<file path="config.mk">
export PLATFORM = sky130hd
export DESIGN_NAME = bir_div
export DESIGN_NICKNAME = d
export VERILOG_FILES = /design/src/rtl/bir_div.sv
export SDC_FILE = /design/constraint.sdc
export NUM_CORES = 1
export LEC_CHECK = 0
export BUFFER_PORTS_ARGS = -buffer_cell sky130_fd_sc_hd__buf_2
export CAP_MARGIN = 5
export CORE_ASPECT_RATIO = 1.5
export CORE_MARGIN = 10
export CORE_UTILIZATION = 57
export CTS_CLUSTER_DIAMETER = 40
export CTS_CLUSTER_SIZE = 10
export DETAILED_ROUTE_END_ITERATION = 8
export MAX_ROUTING_LAYER = met4
export PLACE_DENSITY = 0.78
export SYNTH_ARGS = -nofsm -noshare
export SYNTH_HDL_FRONTEND = slang
export SYNTH_SLANG_ARGS = --single-unit
</file>
<file path="constraint.sdc">
create_clock -name clock -period 5.4 [get_ports clock]
set_clock_uncertainty 0.1 [all_clocks]
set_input_delay 0.54 -clock clock [delete_from_list [all_inputs] [get_ports clock]]
set_output_delay 0.54 -clock clock [all_outputs]
set_load 0.005 [all_outputs]
</file>
<file path="src/rtl/bir_div.sv">
// ----------------------------------------------------------------------------
// Pipelined restoring divider
// One quotient bit per stage, one division accepted per enabled cycle.
// ----------------------------------------------------------------------------
`default_nettype none

module bir_div #(
   parameter int DVW = 28,
   parameter int DSW = 11,
   parameter int QW  = 17
) (
   input  wire logic           clock,
   input  wire logic           en,
   input  wire logic [DVW-1:0] dividend,
   input  wire logic [DSW-1:0] divisor,
   output logic      [QW-1:0]  quotient
);

   localparam int RW = (DVW > DSW + QW) ? DVW : DSW + QW;

   logic [RW-1:0] rem_ff [QW];
   logic [RW-1:0] rem_in [QW];
   logic [QW-1:0] q_ff   [QW];
   logic [QW-1:0] q_in   [QW];

   // The caller guarantees the quotient fits in QW bits, so the first stage
   // may start at bit QW-1.
   always_comb begin
      logic [RW-1:0] src;
      logic [QW-1:0] qs;
      logic [RW-1:0] sh;
      for (int k = 0; k < QW; k++) begin
         src = (k == 0) ? RW'(dividend) : rem_ff[(k == 0) ? 0 : k-1];
         qs  = (k == 0) ? '0 : q_ff[(k == 0) ? 0 : k-1];
         sh  = RW'(divisor) << (QW - 1 - k);
         if (src >= sh) begin
            rem_in[k] = src - sh;
            q_in[k]   = {qs[QW-2:0], 1'b1};
         end else begin
            rem_in[k] = src;
            q_in[k]   = {qs[QW-2:0], 1'b0};
         end
      end
   end

   always_ff @(posedge clock) begin
      if (en) begin
         for (int k = 0; k < QW; k++) begin
            rem_ff[k] <= rem_in[k];
            q_ff[k]   <= q_in[k];
         end
      end
   end

   assign quotient = q_ff[QW-1];

endmodule

`default_nettype wire
</file>
==> reports/summary.txt <==
Reg-to-reg slack, setup -> 2.01 ns
Number of warnings reported in the yosys synthesis log -> 0
Initial drt markers -> 1458
Critical path capture point type -> flop
Sequential cell area fraction in the yosys report -> 57.29%
Max-cap violations -> 0
Delay contributed by the slowest stage of the critical path -> 0.71 ns
Final RePlAce weighted congestion -> 0.9545
Antenna Violating Nets Remaining -> 0
Fraction of synthesized cell area taken by the top area cell type -> 57.29%
Aggregate global-route resource usage -> 22.83%
Final antenna diode count -> 0
Top-count cell post-synth -> edfxtp_1
CTS buffer count -> 79
Slew at the pin closest to its max-slew limit -> 1.008 ns
Slew headroom -> 32.16%
Residual DRC -> 0
Count of TritonRoute iterations in the first routing pass -> 6
Pin count of the biggest net entering global routing -> 152
Arrival time of data at the critical path endpoint -> 3.92 ns
Aggregate routed wire length -> 72480 um
Number of cells produced by synthesis -> 2548
Die extent in x -> 212.0 um
Primary FF master, synth -> edfxtp_1
Min-Delay Path Class -> input pin to flop
Power density of the placed cells -> 481.7 nW/um2
Net count after synthesis -> 2792
Standard-cell row count -> 105
TritonCTS clock tree -> done
Boundary Pins -> 58
Status -> finished, final reports clean
Overall overflow remaining after global route -> 0
Starting Density -> 57.50%
Initial antenna violation count -> 0
Share of cells above drive strength 1 -> 8.496%
CTS Root Buffer Type -> clkbuf_16
Largest voltage drop on the vdd net -> 0.2729 mV
Post-synthesis average cell area -> 12.36 um2
Post-synth design cell area -> 31500 um2
Dominant cell type by area after synthesis -> edfxtp_1
Sink count of the clock tree -> 601
Core Footprint -> 54780 um2
Count of nets after finishing -> 2915
Required time at the worst-slack endpoint -> 5.67 ns
Maximum net fanout on the critical path -> 18
Layout overhead on the synthesized area -> 11.64%
Depth of the CTS H-tree -> 3
Most area-consuming cells after synthesis -> edfxtp_1 57%, ha_1 7.4%, xnor2_1 3.6%, a21oi_1 3.0%, xor2_1 3.0%
Number of port buffers -> 57
Ranking of synthesized cells by instance count -> 601 x edfxtp_1, 197 x nor2_1, 190 x a21oi_1, 187 x ha_1, 130 x xnor2_1
Tcrit/Tclk final -> 67.66%
Maximum clock frequency -> 273.7 MHz
Wirelength per Cell -> 21.30 um
Clock-pin slew of the registers on the worst-case setup and hold paths -> 0.06 ns
RSZ-0062 raised after global routing -> no
Crit path max-delay cell type -> inv_1
Full die area -> 65260 um2
First-pass GRT wire length -> 113400 um
Number of hold-slack violations in the final timing report -> 0
Worst Setup Start Kind -> input pin
Worst-case clock buffer depth -> 3
Cell Chain, Critical Path -> buf_2 -> inv_1 -> ha_1 -> nand4_1 -> a21oi_1 -> nor4_1 -> o31ai_1 -> or2_1 -> mux2_1
Detailed placer's ending HPWL -> 52000 um
Number of global-route vias before repair -> 21.75k
Die height -> 307.9 um
Power Total -> 16.94 mW
Setup-violating endpoint count in the final report -> 0
Source-to-sink clock delay at the later pin of the worst-skew pair -> 0.62 ns
Number of distinct library cells after synthesis -> 81
Vias after detailed routing -> 21.16k
Leak Pwr -> 12.87 nW
Hold slack -> 0.02383 ns
Shortest clock period the worst path allows after layout -> 3.654 ns
Sum of negative setup slack -> 0 ns
Max-slew violation count -> 0
Setup repair bufs after CTS -> 0
Number of enable-type register cells in the synthesized netlist -> 601
Flops & latches, synth -> 601
Layout fillers -> 4047
Via-to-Cell Ratio -> 6.220
Worst Path Class, Setup -> input pin to flop
Share of flip-flops with an asynchronous set or reset -> 0%
worst max-delay path: cells and delay by family:
kind            cells  cell delay (ns)
compound gates      2             0.81
buf+inv             2             0.81
simple gates        3             0.98
fa+ha+maj           1             0.36
mux                 1             0.40
worst paths after layout:
path,depth (start not counted),from,end
setup / recovery,9,divisor[5],rem_ff[0][318]
hold reg to reg,0,q_ff[0][89],q_ff[0][107]
setup reg to reg,7,rem_ff[0][287],rem_ff[0][318]
hold / removal,1,dividend[0],rem_ff[0][0]
metal layers:
layer / part of all wire (%) / vias to the layer above / GRT usage, %
met1: 36 / 10320 / 23.09
met3: 4.2 / 223 / 3.361
met4: 5.4 / 0 / 12.52
met2: 54 / 633 / 41.41
met5: 0 / - / -
li1: - / 9982 / -
registers in the layout, indices dropped and copies added, names as in the netlist:
name,count
rem_ff,448
q_ff,153
report_power, final:
| group | leakage [nW] | internal (mW) | switching [mW] |
|---|---|---|---|
| sequential | 5.73 | 6.45 | 0.764 |
| clock | 1.14 | 2.92 | 1.91 |
| combinational | 5.99 | 2.14 | 2.76 |
| total | 12.9 | 11.5 | 5.43 |
layout by cell type (no fill, tap or decap), types with 49 or more instances in the layout:
cell	instances
clkbuf_16	80
nor3_1	69
nand2_1	125
nor2_1	197
xor2_1	107
ha_1	187
o21ai_0	83
nand3_1	65
edfxtp_1	601
buf_2	56
mux2_1	49
inv_1	81
xnor2_1	130
nor4_1	64
a21oi_1	190
per-stage QoR:
step / setup slack (ns) / utilization, % / cell area, um2 / instances
2_1_floorplan: 1.922 / - / 31500 / 2548
3_3_place_gp: 1.225 / 59.66 / 32680 / 3274
3_5_place_dp: 1.126 / 59.66 / 32680 / 3274
4_1_cts: 1.785 / 64.20 / 35170 / 3402
5_1_grt: 1.606 / 64.20 / 35170 / 3402
6_report: 1.746 / 64.20 / 35170 / 3402
cell families after synthesis:
| group | after synthesis | synth area share, % |
|---|---|---|
| simple gates | 763 | 12.71 |
| fa+ha+maj | 203 | 8.444 |
| buf+inv | 143 | 1.974 |
| flops | 601 | 57.29 |
| xor+xnor | 237 | 6.589 |
| mux | 64 | 2.300 |
| compound gates | 537 | 10.69 |
timing repair:
item / in CTS / in global routing
endpoints found under the hold margin: 11 / 0
resized for setup: 0 / 0
hold buffers: 11 / 0
final cells by class:
type                       instances  area [um2]  area share, %
sequential                       601       18050          51.32
multi-input combinational       1804       12840          36.52
clock buffer                      88        2032          5.778
tap                              695       869.6          2.473
timing repair buffer             101       715.7          2.035
clock inverter                    29       345.3         0.9819
inverter                          84       315.3         0.8965
No activity file was read; power rests on OpenSTA's default activity.
